File: src/rtl/skf_pkg.sv
// shared constants, types and saturation helpers for the scalar kalman filter
// no dependencies; used by every module of the block
`default_nettype none

package skf_pkg;

	localparam int FRAC_BITS = 16;
	localparam int DATA_W    = 32;
	localparam int COV_W     = 31;
	localparam int PROD_W    = 2 * DATA_W;
	localparam int M_W       = PROD_W - FRAC_BITS;
	localparam int OUT_W     = 8 * ((DATA_W + COV_W + 7) / 8);
	localparam int CFG_IDX_W = 3;

	localparam int DIGIT_W   = 4;
	localparam int MUL_STEPS = DATA_W / DIGIT_W;
	localparam int MUL_CNT_W = $clog2(MUL_STEPS);
	localparam int HI_W      = DATA_W + DIGIT_W + 2;

	localparam int DIV_W     = DATA_W + FRAC_BITS;
	localparam int DIV_CNT_W = $clog2(DIV_W);

	localparam logic [HI_W-1:0]          MUL_RND = HI_W'(64'd1 << (FRAC_BITS - 1));
	localparam logic signed [PROD_W-1:0] ONE_P   = PROD_W'(64'd1 << FRAC_BITS);
	localparam logic signed [DATA_W-1:0] S_MAX   = {1'b0, {(DATA_W - 1){1'b1}}};
	localparam logic signed [DATA_W-1:0] S_MIN   = {1'b1, {(DATA_W - 1){1'b0}}};

	localparam logic signed [DATA_W-1:0] RST_TRANSITION  = DATA_W'(65536);
	localparam logic signed [DATA_W-1:0] RST_CONTROL     = DATA_W'(65536);
	localparam logic signed [DATA_W-1:0] RST_INPUT       = DATA_W'(0);
	localparam logic [COV_W-1:0]         RST_PROC_NOISE  = COV_W'(655);
	localparam logic signed [DATA_W-1:0] RST_OBSERVATION = DATA_W'(65536);
	localparam logic [COV_W-1:0]         RST_MEAS_NOISE  = COV_W'(6554);
	localparam logic signed [DATA_W-1:0] RST_ESTIMATE    = DATA_W'(0);
	localparam logic [COV_W-1:0]         RST_COVARIANCE  = COV_W'(65536);

	typedef enum logic [CFG_IDX_W-1:0] {
		REG_TRANSITION,
		REG_CONTROL,
		REG_INPUT,
		REG_PROC_NOISE,
		REG_OBSERVATION,
		REG_MEAS_NOISE,
		REG_INIT_EST,
		REG_INIT_COV
	} cfg_reg_t;

	typedef enum logic [2:0] {
		ST_IDLE,
		ST_MSTART,
		ST_MWAIT,
		ST_COMB,
		ST_DSTART,
		ST_DWAIT,
		ST_DONE
	} state_t;

	typedef enum logic [3:0] {
		STEP_AX,
		STEP_BU,
		STEP_AP,
		STEP_TA,
		STEP_PC,
		STEP_CP,
		STEP_CPC,
		STEP_CZ,
		STEP_CX,
		STEP_KI,
		STEP_KC,
		STEP_GP
	} step_t;

	function automatic logic signed [DATA_W-1:0] sat32(input logic signed [PROD_W-1:0] v);
		logic [PROD_W-DATA_W:0] upper;
		upper = v[PROD_W-1:DATA_W-1];
		if ((&upper) || !(|upper)) begin
			return v[DATA_W-1:0];
		end
		return v[PROD_W-1] ? S_MIN : S_MAX;
	endfunction

	function automatic logic signed [PROD_W-1:0] sext(input logic signed [DATA_W-1:0] v);
		return {{(PROD_W - DATA_W){v[DATA_W-1]}}, v};
	endfunction

endpackage

`default_nettype wire

File: src/rtl/skf_mul.sv
// digit-serial signed multiplier, 4 bits of the second operand per cycle
// product carries the fixed-point rounding constant; uses skf_pkg
`default_nettype none

module skf_mul (
	input  wire logic                              clk,
	input  wire logic                              arst_n,
	input  wire logic                              start,
	input  wire logic signed [skf_pkg::DATA_W-1:0] a,
	input  wire logic signed [skf_pkg::DATA_W-1:0] b,
	output logic                                   done,
	output logic        [skf_pkg::PROD_W-1:0]      prod
);

	logic                                busy_q;
	logic [skf_pkg::MUL_CNT_W-1:0]       cnt_q;
	logic signed [skf_pkg::DATA_W-1:0]   a_q;
	logic [skf_pkg::DATA_W-1:0]          b_q;
	logic signed [skf_pkg::HI_W-1:0]     hi_q;
	logic [skf_pkg::DATA_W-1:0]          lo_q;

	logic                                last;
	logic signed [skf_pkg::DIGIT_W:0]    dig;
	logic signed [skf_pkg::DATA_W+skf_pkg::DIGIT_W:0] dprod;
	logic signed [skf_pkg::HI_W-1:0]     sum;

	assign last = (cnt_q == skf_pkg::MUL_CNT_W'(skf_pkg::MUL_STEPS - 1));
	assign done = busy_q && last;

	always_comb begin
		// top digit is signed, the others unsigned
		dig   = {last & b_q[skf_pkg::DIGIT_W-1], b_q[skf_pkg::DIGIT_W-1:0]};
		dprod = dig * a_q;
		sum   = hi_q + {{(skf_pkg::HI_W - skf_pkg::DATA_W - skf_pkg::DIGIT_W - 1)
			{dprod[skf_pkg::DATA_W+skf_pkg::DIGIT_W]}}, dprod};
	end

	assign prod = {hi_q[skf_pkg::DATA_W-1:0], lo_q};

	always_ff @(posedge clk or negedge arst_n) begin
		if (!arst_n) begin
			busy_q <= 1'b0;
			cnt_q  <= '0;
		end else if (start) begin
			busy_q <= 1'b1;
			cnt_q  <= '0;
		end else if (busy_q) begin
			cnt_q <= cnt_q + 1'b1;
			if (last) begin
				busy_q <= 1'b0;
			end
		end
	end

	always_ff @(posedge clk) begin
		if (start) begin
			a_q  <= a;
			b_q  <= b;
			hi_q <= skf_pkg::MUL_RND;
			lo_q <= '0;
		end else if (busy_q) begin
			b_q  <= b_q >> skf_pkg::DIGIT_W;
			hi_q <= sum >>> skf_pkg::DIGIT_W;
			lo_q <= {sum[skf_pkg::DIGIT_W-1:0], lo_q[skf_pkg::DATA_W-1:skf_pkg::DIGIT_W]};
		end
	end

endmodule

`default_nettype wire

File: src/rtl/skf_div.sv
// restoring divider for the kalman gain, one quotient bit per cycle
// rounds to nearest, saturates to the signed data range; uses skf_pkg
`default_nettype none

module skf_div (
	input  wire logic                              clk,
	input  wire logic                              arst_n,
	input  wire logic                              start,
	input  wire logic signed [skf_pkg::DATA_W-1:0] num,
	input  wire logic signed [skf_pkg::DATA_W-1:0] den,
	output logic                                   done,
	output logic signed [skf_pkg::DATA_W-1:0]      quo
);

	logic                          busy_q;
	logic [skf_pkg::DIV_CNT_W-1:0] cnt_q;
	logic [skf_pkg::DIV_W-1:0]     dvd_q;
	logic [skf_pkg::COV_W-1:0]     rem_q;
	logic [skf_pkg::COV_W-1:0]     d_q;
	logic                          neg_q;
	logic                          zero_q;

	logic [skf_pkg::DATA_W-1:0]    mag_in;
	logic [skf_pkg::COV_W-1:0]     d_in;
	logic [skf_pkg::COV_W:0]       trial;
	logic                          ge;
	logic                          big;
	logic [skf_pkg::DATA_W-1:0]    mag;

	assign done = busy_q && (cnt_q == skf_pkg::DIV_CNT_W'(skf_pkg::DIV_W - 1));

	always_comb begin
		mag_in = num[skf_pkg::DATA_W-1] ? skf_pkg::DATA_W'(-num) : num;
		d_in   = den[skf_pkg::COV_W-1:0];
		trial  = {rem_q, dvd_q[skf_pkg::DIV_W-1]};
		ge     = (trial >= {1'b0, d_q});
		big    = |dvd_q[skf_pkg::DIV_W-1:skf_pkg::DATA_W-1];
		mag    = dvd_q[skf_pkg::DATA_W-1:0];
		if (zero_q) begin
			quo = '0;
		end else if (neg_q) begin
			quo = big ? skf_pkg::S_MIN : skf_pkg::DATA_W'(-mag);
		end else begin
			quo = big ? skf_pkg::S_MAX : mag;
		end
	end

	always_ff @(posedge clk or negedge arst_n) begin
		if (!arst_n) begin
			busy_q <= 1'b0;
			cnt_q  <= '0;
		end else if (start) begin
			busy_q <= 1'b1;
			cnt_q  <= '0;
		end else if (busy_q) begin
			cnt_q <= cnt_q + 1'b1;
			if (done) begin
				busy_q <= 1'b0;
			end
		end
	end

	always_ff @(posedge clk) begin
		if (start) begin
			// dividend is |num| scaled up, plus half the divisor for rounding
			dvd_q  <= {mag_in, {skf_pkg::FRAC_BITS{1'b0}}}
				+ skf_pkg::DIV_W'(d_in >> 1);
			rem_q  <= '0;
			d_q    <= d_in;
			neg_q  <= num[skf_pkg::DATA_W-1];
			zero_q <= den[skf_pkg::DATA_W-1] || (den == '0);
		end else if (busy_q) begin
			rem_q <= ge ? skf_pkg::COV_W'(trial - {1'b0, d_q}) : trial[skf_pkg::COV_W-1:0];
			dvd_q <= {dvd_q[skf_pkg::DIV_W-2:0], ge};
		end
	end

endmodule

`default_nettype wire

File: src/rtl/scalar_kalman_filter_unit.sv
// One-dimensional Kalman filter, signed Q16.16, with a stream input of
// measurements and a stream output of estimate and covariance words. One
// measurement is processed at a time: twelve products go through the 4-bit
// digit-serial multiplier, and the gain through the 48-step restoring
// divider. The result is held in an output register, so the next
// measurement is taken while it waits. Writing the initial estimate or
// covariance register reloads state.
// Depends on skf_pkg, skf_mul and skf_div.
`default_nettype none

module scalar_kalman_filter_unit (
	input  wire logic                              clk,
	input  wire logic                              arst_n,
	input  wire logic                              cfg_we,
	input  wire logic [skf_pkg::CFG_IDX_W-1:0]     cfg_index,
	input  wire logic [skf_pkg::DATA_W-1:0]        cfg_data,
	input  wire logic                              s_axis_tvalid,
	output logic                                   s_axis_tready,
	input  wire logic [skf_pkg::DATA_W-1:0]        s_axis_tdata,  // measurement
	output logic                                   m_axis_tvalid,
	input  wire logic                              m_axis_tready,
	output logic [skf_pkg::OUT_W-1:0]              m_axis_tdata   // estimate, covariance
);

	skf_pkg::state_t                   state_q, state_d;
	skf_pkg::step_t                    step_q;

	logic signed [skf_pkg::DATA_W-1:0] a_q, b_q, u_q, c_q;
	logic [skf_pkg::COV_W-1:0]         q_q, r_q;
	logic signed [skf_pkg::DATA_W-1:0] est_q;
	logic [skf_pkg::COV_W-1:0]         cov_q;

	logic signed [skf_pkg::DATA_W-1:0] z_q, xp_q, t_q, pp_q, num_q, cpp_q, den_q;
	logic signed [skf_pkg::DATA_W-1:0] y_q, inn_q, g_q;
	logic [skf_pkg::M_W-1:0]           part_q;

	logic signed [skf_pkg::DATA_W-1:0] out_est_q;
	logic [skf_pkg::COV_W-1:0]         out_cov_q;
	logic                              out_valid_q;

	logic                              accept;
	logic                              mul_start, div_start, out_load;
	logic                              mul_done, div_done;
	logic [skf_pkg::PROD_W-1:0]        mul_prod;
	logic signed [skf_pkg::DATA_W-1:0] gain;
	logic signed [skf_pkg::DATA_W-1:0] op_a, op_b;
	logic signed [skf_pkg::PROD_W-1:0] m, sum_v;
	logic signed [skf_pkg::DATA_W-1:0] m_sat, res;

	assign accept = s_axis_tvalid && s_axis_tready;

	skf_mul u_mul (
		.clk    (clk),
		.arst_n (arst_n),
		.start  (mul_start),
		.a      (op_a),
		.b      (op_b),
		.done   (mul_done),
		.prod   (mul_prod)
	);

	skf_div u_div (
		.clk    (clk),
		.arst_n (arst_n),
		.start  (div_start),
		.num    (num_q),
		.den    (den_q),
		.done   (div_done),
		.quo    (gain)
	);

	// operand select per step
	always_comb begin
		unique case (step_q)
			skf_pkg::STEP_AX:  begin op_a = a_q;   op_b = est_q;          end
			skf_pkg::STEP_BU:  begin op_a = b_q;   op_b = u_q;            end
			skf_pkg::STEP_AP:  begin op_a = a_q;   op_b = {1'b0, cov_q};  end
			skf_pkg::STEP_TA:  begin op_a = t_q;   op_b = a_q;            end
			skf_pkg::STEP_PC:  begin op_a = pp_q;  op_b = c_q;            end
			skf_pkg::STEP_CP:  begin op_a = c_q;   op_b = pp_q;           end
			skf_pkg::STEP_CPC: begin op_a = cpp_q; op_b = c_q;            end
			skf_pkg::STEP_CZ:  begin op_a = c_q;   op_b = z_q;            end
			skf_pkg::STEP_CX:  begin op_a = c_q;   op_b = xp_q;           end
			skf_pkg::STEP_KI:  begin op_a = gain;  op_b = inn_q;          end
			skf_pkg::STEP_KC:  begin op_a = gain;  op_b = c_q;            end
			skf_pkg::STEP_GP:  begin op_a = g_q;   op_b = pp_q;           end
			default:           begin op_a = '0;    op_b = '0;             end
		endcase
	end

	// rounded product, then the sum that follows it
	always_comb begin
		m     = $signed(mul_prod) >>> skf_pkg::FRAC_BITS;
		m_sat = skf_pkg::sat32(m);
		case (step_q)
			skf_pkg::STEP_BU:  sum_v = {{skf_pkg::FRAC_BITS{part_q[skf_pkg::M_W-1]}}, part_q} + m;
			skf_pkg::STEP_TA:  sum_v = m + {{(skf_pkg::PROD_W - skf_pkg::COV_W){1'b0}}, q_q};
			skf_pkg::STEP_CPC: sum_v = m + {{(skf_pkg::PROD_W - skf_pkg::COV_W){1'b0}}, r_q};
			skf_pkg::STEP_CX:  sum_v = skf_pkg::sext(y_q) - skf_pkg::sext(m_sat);
			skf_pkg::STEP_KI:  sum_v = skf_pkg::sext(xp_q) + m;
			skf_pkg::STEP_KC:  sum_v = skf_pkg::ONE_P - m;
			default:           sum_v = m;
		endcase
		res = skf_pkg::sat32(sum_v);
	end

	// next state
	always_comb begin
		state_d = state_q;
		unique case (state_q)
			skf_pkg::ST_IDLE:   if (s_axis_tvalid) state_d = skf_pkg::ST_MSTART;
			skf_pkg::ST_MSTART: state_d = skf_pkg::ST_MWAIT;
			skf_pkg::ST_MWAIT:  if (mul_done) state_d = skf_pkg::ST_COMB;
			skf_pkg::ST_COMB: begin
				if (step_q == skf_pkg::STEP_CPC) begin
					state_d = skf_pkg::ST_DSTART;
				end else if (step_q == skf_pkg::STEP_GP) begin
					state_d = skf_pkg::ST_DONE;
				end else begin
					state_d = skf_pkg::ST_MSTART;
				end
			end
			skf_pkg::ST_DSTART: state_d = skf_pkg::ST_DWAIT;
			skf_pkg::ST_DWAIT:  if (div_done) state_d = skf_pkg::ST_MSTART;
			skf_pkg::ST_DONE:   if (!out_valid_q || m_axis_tready) state_d = skf_pkg::ST_IDLE;
			default:            state_d = skf_pkg::ST_IDLE;
		endcase
	end

	// state outputs
	always_comb begin
		s_axis_tready = (state_q == skf_pkg::ST_IDLE);
		mul_start     = (state_q == skf_pkg::ST_MSTART);
		div_start     = (state_q == skf_pkg::ST_DSTART);
		out_load      = (state_q == skf_pkg::ST_DONE) && (!out_valid_q || m_axis_tready);
	end

	always_ff @(posedge clk or negedge arst_n) begin
		if (!arst_n) begin
			state_q     <= skf_pkg::ST_IDLE;
			step_q      <= skf_pkg::STEP_AX;
			out_valid_q <= 1'b0;
			a_q         <= skf_pkg::RST_TRANSITION;
			b_q         <= skf_pkg::RST_CONTROL;
			u_q         <= skf_pkg::RST_INPUT;
			q_q         <= skf_pkg::RST_PROC_NOISE;
			c_q         <= skf_pkg::RST_OBSERVATION;
			r_q         <= skf_pkg::RST_MEAS_NOISE;
			est_q       <= skf_pkg::RST_ESTIMATE;
			cov_q       <= skf_pkg::RST_COVARIANCE;
		end else begin
			state_q <= state_d;
			if (accept) begin
				step_q <= skf_pkg::STEP_AX;
			end else if (state_q == skf_pkg::ST_COMB && step_q != skf_pkg::STEP_GP) begin
				step_q <= skf_pkg::step_t'(step_q + 4'd1);
			end
			if (out_load) begin
				out_valid_q <= 1'b1;
			end else if (m_axis_tready) begin
				out_valid_q <= 1'b0;
			end
			if (state_q == skf_pkg::ST_COMB && step_q == skf_pkg::STEP_KI) begin
				est_q <= res;
			end
			if (state_q == skf_pkg::ST_COMB && step_q == skf_pkg::STEP_GP) begin
				cov_q <= m_sat[skf_pkg::DATA_W-1] ? '0 : m_sat[skf_pkg::COV_W-1:0];
			end
			if (cfg_we) begin
				unique case (skf_pkg::cfg_reg_t'(cfg_index))
					skf_pkg::REG_TRANSITION:  a_q   <= cfg_data;
					skf_pkg::REG_CONTROL:     b_q   <= cfg_data;
					skf_pkg::REG_INPUT:       u_q   <= cfg_data;
					skf_pkg::REG_PROC_NOISE:  q_q   <= cfg_data[skf_pkg::COV_W-1:0];
					skf_pkg::REG_OBSERVATION: c_q   <= cfg_data;
					skf_pkg::REG_MEAS_NOISE:  r_q   <= cfg_data[skf_pkg::COV_W-1:0];
					skf_pkg::REG_INIT_EST:    est_q <= cfg_data;
					skf_pkg::REG_INIT_COV:    cov_q <= cfg_data[skf_pkg::COV_W-1:0];
					default:                  ;
				endcase
			end
		end
	end

	always_ff @(posedge clk) begin
		if (accept) begin
			z_q <= s_axis_tdata;
		end
		if (state_q == skf_pkg::ST_COMB) begin
			case (step_q)
				skf_pkg::STEP_AX:  part_q <= m[skf_pkg::M_W-1:0];
				skf_pkg::STEP_BU:  xp_q   <= res;
				skf_pkg::STEP_AP:  t_q    <= res;
				skf_pkg::STEP_TA:  pp_q   <= res;
				skf_pkg::STEP_PC:  num_q  <= res;
				skf_pkg::STEP_CP:  cpp_q  <= res;
				skf_pkg::STEP_CPC: den_q  <= res;
				skf_pkg::STEP_CZ:  y_q    <= res;
				skf_pkg::STEP_CX:  inn_q  <= res;
				skf_pkg::STEP_KC:  g_q    <= res;
				default:           ;
			endcase
		end
		if (out_load) begin
			out_est_q <= est_q;
			out_cov_q <= cov_q;
		end
	end

	assign m_axis_tvalid = out_valid_q;
	assign m_axis_tdata  = {{(skf_pkg::OUT_W - skf_pkg::DATA_W - skf_pkg::COV_W){1'b0}},
		out_cov_q, out_est_q};

endmodule

`default_nettype wire

File: config.mk
export PLATFORM = sky130hd
export DESIGN_NAME = scalar_kalman_filter_unit
export DESIGN_NICKNAME = d
export VERILOG_FILES = /design/src/rtl/skf_pkg.sv /design/src/rtl/skf_mul.sv /design/src/rtl/skf_div.sv /design/src/rtl/scalar_kalman_filter_unit.sv
export SDC_FILE = /design/constraint.sdc
export NUM_CORES = 2
export LEC_CHECK = 0
export BUFFER_PORTS_ARGS = -buffer_cell sky130_fd_sc_hd__buf_2
export CAP_MARGIN = 10
export CORE_MARGIN = 2
export CORE_UTILIZATION = 45
export DETAILED_ROUTE_END_ITERATION = 10
export SLEW_MARGIN = 0
export SYNTH_ARGS = -nofsm -noshare
export SYNTH_HDL_FRONTEND = slang
export SYNTH_HIERARCHICAL = 1
export SYNTH_SLANG_ARGS = --single-unit
File: constraint.sdc
create_clock -name clk -period 10.3 [get_ports clk]
set_clock_uncertainty 0.15 [all_clocks]
set_input_delay 3.09 -clock clk [delete_from_list [all_inputs] [get_ports clk]]
set_output_delay 3.09 -clock clk [all_outputs]
set_load 0.1 [all_outputs]
==> out/results.ini <==
[floorplan]
die_h_um=356
die_w_um=356
initial_core_util_pct=45.3
rows=129
dieArea_um2=127000
core_um2=123000
io_pins=138

[worst_setup_path]
slowest_stage=a21oi_1
timing.rr.start=step_q[0]
cp_cell_sequence=ha_1 -> and2_4 -> or3_2 -> buf_4 -> buf_4 -> nor2_1 -> a31oi_1 -> ha_1 -> a21oi_1 -> o21ai_0 -> nor4_1 -> nor2_1 -> a31oi_1 -> mux2i_1 -> o32ai_1 -> o41ai_1 -> nor4bb_1 -> nand2_2 -> buf_4 -> a21oi_1
startpoint=step_q[0]
cp-start-kind=flip-flop
endpoint_kind=flip-flop
critPathArrivalTime_ns=9.18
crit_family=simple AND/OR/NAND/NOR gates
cp.buffers_inverters=3
critical_path_class=reg2reg
path_max_fanout=46
cp.required_ns=10.46
critPathMostFrequentCell=buf_4
slowest_delay_ns=1.14

[global_routing]
grt_max_degree=131
track_usage_pct=32.9
grt_pass1_wl_um=305000
grt-ovfl-total=0
antenna_found_initial=32
grt_pass1_vias=43000

[cells_and_area]
nets=5737
final_common_cell=edfxtp_1
layout_common_cells=edfxtp_1 (576), nor2_1 (411), a21oi_1 (390)
area_delta_synth_final_pct=10.2
final_util_pct=49.9
drive_gt1_share_pct=14.4

[power]
power_density_nw_per_um2=138
power_switching_mw=2.03
combPwrFrac_pct=3.7
p_clk_share_pct=44.6
p_int_mw=6.48
p_seq_share_pct=51.7
p_leak_nw=22.7
ir_drop_mv=0.121
finalPower_mw=8.51
swShare_pct=23.8

[placed_design]
place_ws_ns=1.67
io_buffer_count=136
dpl.hpwl_um=152000
place_congestion=0.966

[routing]
route.vias.total=45700
vias_per_cell=6.49
wl_um=212000
routedWlPerCell_um=30.1
drc_errors=0
drt_first_iter_violations=6050
ant_nets=0
firstDrtPassIters=9

[clocking]
postCtsResizedCells=0
post-cts-setup-buffers=0
htree_levels=3
clock-sinks=929
clk_latency_ns=0.78
path_clk_slew_ns=0.06
cts-buffers-inserted=100
hold_buffers=0
clock_path_buffers=3
tritoncts=done
cts-root-buf=clkbuf_16

[timing]
whs_ns=0.329
fin_tns_setup_ns=0
postLayoutSetupSlackWorst_ns=1.29
max-slew-margin-rel_pct=6.60
period_needed_ns=9.01
setup_viol=0
finalCritPeriodShare_pct=87.5
slew_viol_final=0
rsz0062_at_grt=no
finalHoldViolCount=0
fmax_ghz=0.111
worstMarginPinSlew_ns=1.40

[synth]
syn_area_um2=55800
postSynthCellCount=5306
syn_area_per_cell_um2=10.5
synth_nets=5733
yosysWarnings=6

[min_path]
min-delay-start=est_q[6]
min_path_type=reg2reg

[run_status]
status=completed

[run]
maxCapViolCount=0

-- sequential cells by signal, summed over array words and instances, names as in the netlist, 32 cells and up --
register and flops:
part_q 48, out_est_q 32, u_div/dvd_q 48, g_q 32
y_q 32, u_mul/b_q 32, inn_q 32, a_q 32
den_q 32, xp_q 32, num_q 32, t_q 32
b_q 32, u_mul/hi_q 34, u_mul/a_q 32, pp_q 32
u_q 32, est_q 32, z_q 32, c_q 32
cpp_q 32
-- metal layers --
layer | vias to the layer above | share of wire [%] | wire length (um) | track usage, %
li1 | 19700 | - | - | -
met1 | 22900 | 43 | 90200 | 47.5
met2 | 2677 | 42 | 88900 | 47.4
met3 | 452 | 11 | 23000 | 7.71
met4 | 30 | 4.5 | 9430 | 13.6
met5 | - | 0.091 | 192 | 0
-- final cells by class --
class                           instances  area [um^2]
Clock inverter                         59          739
Inverter                              293         1100
Tap cell                             1637         2050
Fill cell                           11200        61800
Multi-Input combinational cell       3740        27600
Antenna cell                            7         17.5
Sequential cell                       929        25700
Clock buffer                          131         2730
Timing Repair Buffer                  246         1550
-- worst reg2reg max path, delay by kind of cell, from the launching register on --
kind                     cells  cell delay, ns
multiplexers                 1            0.39
AND/OR/NAND/NOR              7            2.88
flip-flops                   1            0.44
adder cells (fa/ha/maj)      2            0.61
buffers and inverters        3            1.40
AO/OA/AOI/OAI                7            2.74
-- final timing paths --
path	to	depth (start not counted)	slack (ns)
min in group asynchronous	q_q[28]	1	2.22
max	g_q[24]	20	1.29
max in group asynchronous	u_mul/busy_q	2	6.33
min	out_est_q[6]	0	0.33
min reg2reg	out_est_q[6]	0	0.33
max reg2reg	g_q[24]	20	1.29
-- power groups by stage --
stage               clock network (mW)  logic [mW]  registers [mW]
global placement                     0       0.299            4.46
global route                      3.99       0.340            4.41
detailed placement                   0       0.311            4.46
CTS                               3.84       0.312            4.39
floorplan                            0       0.212            4.33
finish                            3.79       0.313            4.40
-- through the flow --
step | std cells | area (um^2)
after CTS | 7035 | 61500
final | 7042 | 61500
after detailed placement | 6845 | 58000
after floorplan | 5306 | 55800
after global placement | 6842 | 58000
after global routing | 7035 | 61500
Power figures use the tool's default switching activity.
